`config.mk`:
```
export PLATFORM = sky130hd
export DESIGN_NAME = spc_ctrl
export DESIGN_NICKNAME = d
export VERILOG_FILES = /design/src/rtl/spc_pkg.sv /design/src/rtl/spc_ctrl.sv
export SDC_FILE = /design/constraint.sdc
export NUM_CORES = 1
export LEC_CHECK = 0
export BUFFER_PORTS_ARGS = -buffer_cell sky130_fd_sc_hd__buf_2
export CAP_MARGIN = 20
export CORE_AREA = 2 2 39 41
export CTS_BUF_LIST = sky130_fd_sc_hd__clkbuf_4 sky130_fd_sc_hd__clkbuf_8
export CTS_CLUSTER_SIZE = 20
export DETAILED_ROUTE_END_ITERATION = 7
export DIE_AREA = 0 0 41 43
export GPL_ROUTABILITY_DRIVEN = 0
export PLACE_DENSITY = 0.53
export SYNTH_ARGS = -nofsm -noshare
export SYNTH_HDL_FRONTEND = slang
export SYNTH_SLANG_ARGS = --single-unit
```
`constraint.sdc`:
```
create_clock -name aclk -period 2.9 [get_ports aclk]
set_input_delay 0 -clock aclk [delete_from_list [all_inputs] [get_ports aclk]]
set_output_delay 0 -clock aclk [all_outputs]
set_load 0.03 [all_outputs]
```
`src/rtl/spc_pkg.sv`:
```
// Shared types and constants for the stack permutation checker.
package spc_pkg;

    localparam int DEPTH_DEF = 1024;
    localparam int VALUE_W   = 16;
    localparam int COUNT_W   = 11;

    localparam logic REQ_LOAD   = 1'b0;
    localparam logic REQ_TARGET = 1'b1;

    typedef struct packed {
        logic               req_type;
        logic [VALUE_W-1:0] value;
        logic               last;
    } in_t;

    typedef struct packed {
        logic               is_stack_perm;
        logic [COUNT_W-1:0] source_count;
    } out_t;

    // Commands from the controller to the datapath
    typedef struct packed {
        logic accept;    // take the presented input transfer
        logic rd_src;    // read the source FIFO
        logic rd_next;   // read at head + 1 instead of head
        logic rd_stk;    // read the stack top
        logic pop;       // drop the stack top
        logic consume;   // retire the source value just read
        logic set_fail;  // source exhausted without a match
        logic verdict;   // emit the result and clear the run
    } cmd_t;

    // Status from the datapath to the controller
    typedef struct packed {
        logic in_target;
        logic in_last;
        logic last;
        logic fail;
        logic stk_nonempty;
        logic src_avail;
        logic src_more;
        logic top_match;
        logic src_match;
        logic out_free;
    } status_t;

endpackage

```
`src/rtl/spc_ctrl.sv`:
```
// Controller: sequences loads, target matching and the verdict.
module spc_ctrl (
    input  logic             aclk,
    input  logic             aresetn,
    input  logic             s_valid,
    output logic             s_ready,
    input  spc_pkg::status_t st,
    output spc_pkg::cmd_t    cmd
);

    localparam logic [1:0] ST_IDLE = 2'd0;
    localparam logic [1:0] ST_TOP  = 2'd1;
    localparam logic [1:0] ST_SRC  = 2'd2;
    localparam logic [1:0] ST_VERD = 2'd3;

    logic [1:0] state_reg, state_next;
    logic [1:0] done_state;
    logic [1:0] done_state_in;

    // Where a finished target goes: verdict if it was the last one
    assign done_state    = st.last ? ST_VERD : ST_IDLE;
    assign done_state_in = st.in_last ? ST_VERD : ST_IDLE;

    assign s_ready = (state_reg == ST_IDLE);

    always_comb begin
        cmd        = '0;
        state_next = state_reg;
        case (state_reg)
            ST_IDLE: begin
                if (s_valid) begin
                    cmd.accept = 1'b1;
                    if (st.in_target) begin
                        if (st.fail) begin
                            state_next = done_state_in;
                        end else if (st.stk_nonempty) begin
                            cmd.rd_stk = 1'b1;
                            state_next = ST_TOP;
                        end else if (st.src_avail) begin
                            cmd.rd_src = 1'b1;
                            state_next = ST_SRC;
                        end else begin
                            cmd.set_fail = 1'b1;
                            state_next   = done_state_in;
                        end
                    end
                end
            end
            ST_TOP: begin
                if (st.top_match) begin
                    cmd.pop    = 1'b1;
                    state_next = done_state;
                end else if (st.src_avail) begin
                    cmd.rd_src = 1'b1;
                    state_next = ST_SRC;
                end else begin
                    cmd.set_fail = 1'b1;
                    state_next   = done_state;
                end
            end
            ST_SRC: begin
                // Retire the value read; push it unless it matches
                cmd.consume = 1'b1;
                if (st.src_match) begin
                    state_next = done_state;
                end else if (st.src_more) begin
                    cmd.rd_src  = 1'b1;
                    cmd.rd_next = 1'b1;
                end else begin
                    cmd.set_fail = 1'b1;
                    state_next   = done_state;
                end
            end
            ST_VERD: begin
                // Hold until the result register is free
                if (st.out_free) begin
                    cmd.verdict = 1'b1;
                    state_next  = ST_IDLE;
                end
            end
            default: begin
                state_next = ST_IDLE;
            end
        endcase
    end

    always_ff @(posedge aclk) begin
        if (!aresetn) begin
            state_reg <= ST_IDLE;
        end else begin
            state_reg <= state_next;
        end
    end

endmodule

```
Yosys cells after proc, flatten, opt, wreduce, memory -nomap -nowiden --
Index checks and enable logic that the tools add are counted.
Operators by class: equal/unequal tests 7, multiplexer cells 43, reduce and logical (&&, ||, !) cells 2
Operators by type and width (number):
- $mux W2 | 15
- $mux W1 | 25
- $pmux W2 S4 | 1
- $pmux W1 S3 | 2
- $eq A2 B2 Y1 const B | 2
- $ne A2 B2 Y1 const B | 2
- $reduce_and A4 Y1 | 1
- $ne A3 B3 Y1 const B | 1
- $eq A2 B1 Y1 const B | 1
- $logic_not A2 Y1 | 1
- $ne A2 B1 Y1 const B | 1
Word-level totals: flip-flop bits (word level) 2, input port bits 13, output and inout bits 9, word-level logic and storage cells 53

Logic depth before layout (Yosys ltp) --
Gate-level depths: netlist (run 1).
depth after elaboration 7, mapped depth 4, gate-level depth less buffers 4

Worst setup path before layout (run 1) --
OpenSTA, ideal clock, no wires.
kind reg-to-output, start point reg state_reg[0], end point out cmd[1] (netlist name), arrival time 1529 ps, required time 2900 ps, slack 1371 ps, stages on the path, launching flop included 5, path buffers 0, path through dfxtp_1 -> nor2_4 -> nand3_1 -> o32a_1 -> o32ai_1
RTL lines:
- start: declaration | RTL line spc_ctrl.sv:16 | logic [1:0] state_reg, state_next;
- start signal: assignment | RTL line spc_ctrl.sv:91 | state_reg <= state_next;
- end: declaration | RTL line spc_ctrl.sv:8 | output spc_pkg::cmd_t cmd

==> results of run 1 <==
final timing paths:
kind | start | end | slack, ps
max | state_reg[0] | cmd[1] | 1370
min | aresetn | state_reg[1] | 40
max reg2reg | state_reg[1] | state_reg[0] | 1700
min reg2reg | state_reg[0] | state_reg[1] | 750
metrics by stage:
step	worst slack, ps	hold WS [ps]	power [mW]
2_1_floorplan	1370	51.4	0.142
3_5_place_dp	1590	271	0.179
6_report	1370	41.4	0.237
4_1_cts	1350	39.6	0.242
3_3_place_gp	1610	277	0.181
5_1_grt	1250	78.3	0.257
placed cells by master (no fill, tap or decap):
cell                         n
sky130_fd_sc_hd__and3_1      1
sky130_fd_sc_hd__a31oi_1     1
sky130_fd_sc_hd__nand2b_4    1
sky130_fd_sc_hd__nand2_1     2
sky130_fd_sc_hd__nor2_1      4
sky130_fd_sc_hd__nor2b_1     2
sky130_fd_sc_hd__o21ai_1     2
sky130_fd_sc_hd__o32a_1      1
sky130_fd_sc_hd__inv_1       4
sky130_fd_sc_hd__and2_1      1
sky130_fd_sc_hd__nand3_1     1
sky130_fd_sc_hd__nand2b_2    1
sky130_fd_sc_hd__buf_2      21
sky130_fd_sc_hd__a211o_1     1
sky130_fd_sc_hd__nor2_4      1
sky130_fd_sc_hd__o21ai_0     1
sky130_fd_sc_hd__nor3_1      1
sky130_fd_sc_hd__o211ai_1    1
sky130_fd_sc_hd__dfxtp_1     2
sky130_fd_sc_hd__o21bai_1    1
sky130_fd_sc_hd__a221oi_1    1
sky130_fd_sc_hd__o32ai_1     1
sky130_fd_sc_hd__clkbuf_4    3
sky130_fd_sc_hd__a2bb2oi_1   1
sky130_fd_sc_hd__nor3b_4     1
sky130_fd_sc_hd__nand2b_1    1
worst min-delay path, cell delays in order:
cell	delay, ps
sky130_fd_sc_hd__buf_2	100
sky130_fd_sc_hd__nand2_1	70
sky130_fd_sc_hd__a31oi_1	40
kinds of logic (layout without fill, tap and decap cells):
group,count (synthesis),count (layout)
simple gates,17,17
compound gates,11,11
buf+inv,4,28
flops,2,2
metal layers:
layer	up-vias	track usage	wire, µm
li1	173	-	-
met4	0	0.0600	11
met2	18	0.122	266
met3	2	0.0157	62
met1	128	0.118	310
met5	-	0	0
area by class of cell:
class | count | area share
multi-input cells | 28 | 0.494
repair buffers | 21 | 0.263
flip-flops and latches | 2 | 0.100
clock buffers | 3 | 0.0562
well taps | 16 | 0.0500
inverters | 4 | 0.0375
report_power, final:
group          internal, mW  leakage [nW]  switching (mW)
Combinational        0.0520         0.185          0.0793
Clock                0.0455        0.0138          0.0138
Sequential           0.0337        0.0165          0.0126
Total                 0.131         0.215           0.106
==> flow_summary.toml, run 1 <==
[outcome]
result_of_the_run = "finished clean"

[sta]
final-max-slew-violation-count = 0
setup_tns_ps = 0
timing.slew.headroom = 0.812
finalCritPeriodShare = 0.528
worst_pin_slew_ps = 281
clock-skew-final_ps = 0.868
finalHoldViolations = 0
finalCriticalPeriod_ps = 1530
fmaxAchievable_mhz = 653
grt_setup_unrepaired = "no"
timing.final.setup_violations = 0

[finish]
fillerInstances = 161
syn2layout_area_growth_pct = 58.4
area_of_combinational_cells_with_multiple_inputs_um2 = 198
largest_register_ffs = 2
final_design_area_no_fill_um2 = 400
sequential_cell_area_um2 = 40.0
layoutNonFillerInstCount = 74
post_route_cells_drive_above_1_share = 0.483
finalCoreUtilization = 0.289
antennaDiodeCount = 0
layout.nets = 73

[critical_path]
path_cells = "nor2_4, nand3_1, o32a_1, o32ai_1, buf_2"
worstPathMaxFanout = 6
critical_path_class = "reg -> out"
critical_path.startpoint_type = "flop"
critical_path_arrival_ps = 1530
end_kind = "output pin"
cp.required_ps = 2900
worst_path_largest_cell_delay_ps = 370
cp_num_buf_inv = 1
worst_r2r_path_depth = 4
cp_num_cells = 5
critical_path.slowest_cell = "sky130_fd_sc_hd__dfxtp_1"
cpLargestDelayFamily = "compound AO/OA/AOI/OAI gates"

[global_route]
global_route_wire_length_before_repair_um = 1080
grt_start_max_net_pins = 7
grtUsageTotal = 0.0882
gr-total-overflow = 0
number_of_antenna_violations_at_the_first_check_in_global_routing = 0
first_global_vias = 294

[synth]
syn-mean-instance-area_um2 = 7.43
mux_contribution_to_synthesized_area = 0
synth.top_cells.by_count = "sky130_fd_sc_hd__inv_1, sky130_fd_sc_hd__nor2_1"
synth_top_area_cell = "sky130_fd_sc_hd__dfxtp_1"
synth_compound_gate_area_share = 0.322
synth_async_sr_flop_share = 0
synthAdderAreaFrac = 0
synth_cells = 34
synth_xor_xnor_area_share = 0
synthDistinctLibCells = 24
yosys_warnings = 0
synth_fp_nets = 47
area_fraction_of_the_dominant_cell_type_after_synthesis = 0.158
synth_seq_area_share = 0.158
number_of_enable_flip_flop_cells_after_synthesis = 0
largest_family_of_logic_cells_by_synthesized_area = "simple AND/OR/NAND/NOR gates"
syn-cell-area_um2 = 253
post_synth_and_or_nand_nor_area_fraction = 0.460
synth_top_flop_cell = "sky130_fd_sc_hd__dfxtp_1"
count_of_state_elements_after_synthesis = 2
top_cells_by_area_in_the_synthesized_netlist = "sky130_fd_sc_hd__dfxtp_1, sky130_fd_sc_hd__nor3b_4, sky130_fd_sc_hd__inv_1"

[routing]
routed-via-count = 321
wire_per_inst_um = 8.80
route.final.wire_length_um = 651
drtIter0Drc = 10
drc = 0
drt-vias-per-instance = 4.34
drt.antenna.violating_nets = 0
drt_pre_antenna_iters = 4

[clock_tree]
cts.repair_timing.setup_buffer_count = 0
tritoncts_clock_tree = "done"
cts_made_buffers = 3
hold_bufs_at_cts = 0
insertion_delay_ps = 220
cts_max_level = 1
ctsResizeCount = 0
clk_transition_reported_paths_ps = 30
root_buffer = "sky130_fd_sc_hd__clkbuf_4"
clock_sink_count = 2
max_root_sink_buffers = 2

[die]
ios = 22
floorplan.core_area_um2 = 1380
row_count = 14
die_y_um = 43
dieWidth_um = 41
design.die.area_um2 = 1760
floorplan.initialDensity = 0.183

[power_and_ir_drop]
power_density_nw_per_um2 = 592
static-leakage-power_nw = 0.215
ir_worst_vdd_mv = 0.176

[hold_path]
hold_path_class = "in -> reg"
whs_path_depth = 3

[flow_run]
count_of_maximum_capacitance_violations = 0

[placed_design]
placedCellCount = 71
io_buffer_count = 21
hpwl_um = 577
placed_cell_area_um2 = 378
Power figures use the tool's default switching activity.
==> run 2, diff against run 1 <==
--- a/config.mk
+++ b/config.mk
@@ -13,7 +13,7 @@
 export DETAILED_ROUTE_END_ITERATION = 7
 export DIE_AREA = 0 0 41 43
 export GPL_ROUTABILITY_DRIVEN = 0
-export PLACE_DENSITY = 0.53
+export PLACE_DENSITY = 0.55
 export SYNTH_ARGS = -nofsm -noshare
 export SYNTH_HDL_FRONTEND = slang
 export SYNTH_SLANG_ARGS = --single-unit
==> constraint.sdc (replaced) <==
create_clock -name aclk -period 1.4 [get_ports aclk]
set_input_delay 0 -clock aclk [delete_from_list [all_inputs] [get_ports aclk]]
set_output_delay 0 -clock aclk [all_outputs]
set_load 0.03 [all_outputs]
==> flow_summary.toml, run 2 (synthesis results as in run 1) <==
[outcome]
result_of_the_run = "finished with violations"
failed_checks = "setup timing"

[sta]
finalCritPeriodShare = 1.00
finalCriticalPeriod_ps = 1410
layout_setup_ws_ps = -5.22
timing.final.setup_violations = 1
finalHoldViolations = 0
finalHoldWorstSlack_ps = 9.41
timing.slew.headroom = 0.842
worst_pin_slew_ps = 237
clock-skew-final_ps = 0.341
final-max-slew-violation-count = 0
fmaxAchievable_mhz = 712
grt_setup_unrepaired = "yes"

[routing]
wire_per_inst_um = 10.2
routed-via-count = 365
drtIter0Drc = 5
drt_pre_antenna_iters = 2
route.final.wire_length_um = 807
drc = 0
drt-vias-per-instance = 4.62
drt.antenna.violating_nets = 0

[die]
dieWidth_um = 41
floorplan.initialDensity = 0.183
design.die.area_um2 = 1760
die_y_um = 43
ios = 22
row_count = 14
floorplan.core_area_um2 = 1380

[global_route]
grtUsageMet3 = 0.0157
first_global_vias = 400
use_met2 = 0.188
global_route_wire_length_before_repair_um = 1440
grt_busiest_layer = "met2"
gr-usage-met1 = 0.137
number_of_antenna_violations_at_the_first_check_in_global_routing = 0
grt_start_max_net_pins = 6
grtUsageTotal = 0.118
gr-total-overflow = 0

[clock_tree]
max_root_sink_buffers = 2
clock_sink_count = 2
insertion_delay_ps = 230
clk_transition_reported_paths_ps = 30
cts_max_level = 1
hold_bufs_at_cts = 0
root_buffer = "sky130_fd_sc_hd__clkbuf_4"
tritoncts_clock_tree = "done"
cts_made_buffers = 3

[finish]
layout.nets = 78
antennaDiodeCount = 0
layout.cells.most_common = "sky130_fd_sc_hd__buf_2"
largest_register_ffs = 2
syn2layout_area_growth_pct = 81.7
fillerInstances = 149
post_route_cells_drive_above_1_share = 0.571
most-common-layout-cells = "sky130_fd_sc_hd__buf_2, sky130_fd_sc_hd__buf_4, sky130_fd_sc_hd__inv_1, sky130_fd_sc_hd__nor2_1, sky130_fd_sc_hd__clkbuf_4"

[flow_run]
count_of_maximum_capacitance_violations = 0

[critical_path]
worstPathMaxFanout = 4
cp.required_ps = 1400
end_kind = "output pin"
critical_path.startpoint_type = "flop"
critical_path_class = "reg -> out"
critical_path_arrival_ps = 1410

[placed_design]
hpwl_um = 620
dp_worst_setup_slack_ps = 84.3
io_buffer_count = 21

[power_and_ir_drop]
power_density_nw_per_um2 = 1230
static-leakage-power_nw = 0.245
post_route_total_power_mw = 0.564
ir_worst_vdd_mv = 0.352

[hold_path]
hold_path_class = "in -> reg"
run 2: cell types whose count changed in the layout (fill, tap and decap cells not counted):
cell and delta:
sky130_fd_sc_hd__o32ai_1 -1, sky130_fd_sc_hd__nand3_1 -1, sky130_fd_sc_hd__buf_2 -2, sky130_fd_sc_hd__dfxtp_1 -1, sky130_fd_sc_hd__nand3_2 +1, sky130_fd_sc_hd__dfxtp_4 +1
sky130_fd_sc_hd__buf_4 +7, sky130_fd_sc_hd__o32ai_2 +1
run 2: layout make-up:
type | instances | area [µm²] | area share
sequential | 2 | 43.8 | 0.0954
tap | 16 | 20.0 | 0.0436
clock buffer | 3 | 22.5 | 0.0490
timing repair buffer | 26 | 148 | 0.322
multi-input combinational | 28 | 210 | 0.458
inverter | 4 | 15.0 | 0.0327
run 2: final timing paths:
check             cells after the start  slack, ps            to         start
setup / recovery                      5         -5        cmd[6]  state_reg[1]
hold / removal                        3          9  state_reg[1]       aresetn
setup reg to reg                      6        160  state_reg[1]  state_reg[0]
hold reg to reg                       4        730  state_reg[1]  state_reg[1]
run 2: power by group:
group / leakage (nW) / switching (mW) / total (mW) / internal (mW)
clock network: 0.0138 / 0.0398 / 0.135 / 0.0951
logic: 0.214 / 0.192 / 0.342 / 0.150
registers: 0.0172 / 0.0149 / 0.0875 / 0.0726
run 2: critical path, cell delays in order (launching register included):
cell and delay [ps]:
sky130_fd_sc_hd__dfxtp_4 350, sky130_fd_sc_hd__nor2_4 120, sky130_fd_sc_hd__nand3_2 90, sky130_fd_sc_hd__o32a_1 310, sky130_fd_sc_hd__o21bai_1 130, sky130_fd_sc_hd__buf_4 170
run 2: routing by layer:
layer  wire [µm]  part of all wire
met5           0                 0
met4          15             0.019
met3          76             0.094
met2         390              0.48
met1         324              0.40
run 2: stage by stage:
| step | cells | utilization | cell area (µm²) | setup TNS, ps |
|---|---|---|---|---|
| 2_1_floorplan | 34 | - | 253 | -252 |
| 3_3_place_gp | 72 | 0.278 | 385 | 0 |
| 3_5_place_dp | 72 | 0.278 | 385 | 0 |
| 4_1_cts | 79 | 0.326 | 452 | -27.2 |
| 5_1_grt | 79 | 0.332 | 459 | -156 |
| 6_report | 79 | 0.332 | 459 | -5.22 |
run 2: repair_timing:
| action | 4_1_cts | 5_1_grt |
|---|---|---|
| buffers inserted | 4 | 0 |
| pin swaps | 2 | 1 |
| endpoints found under the hold margin | 0 | 0 |
| resized for setup | 5 | 1 |
| endpoints found under the setup margin | 2 | 2 |
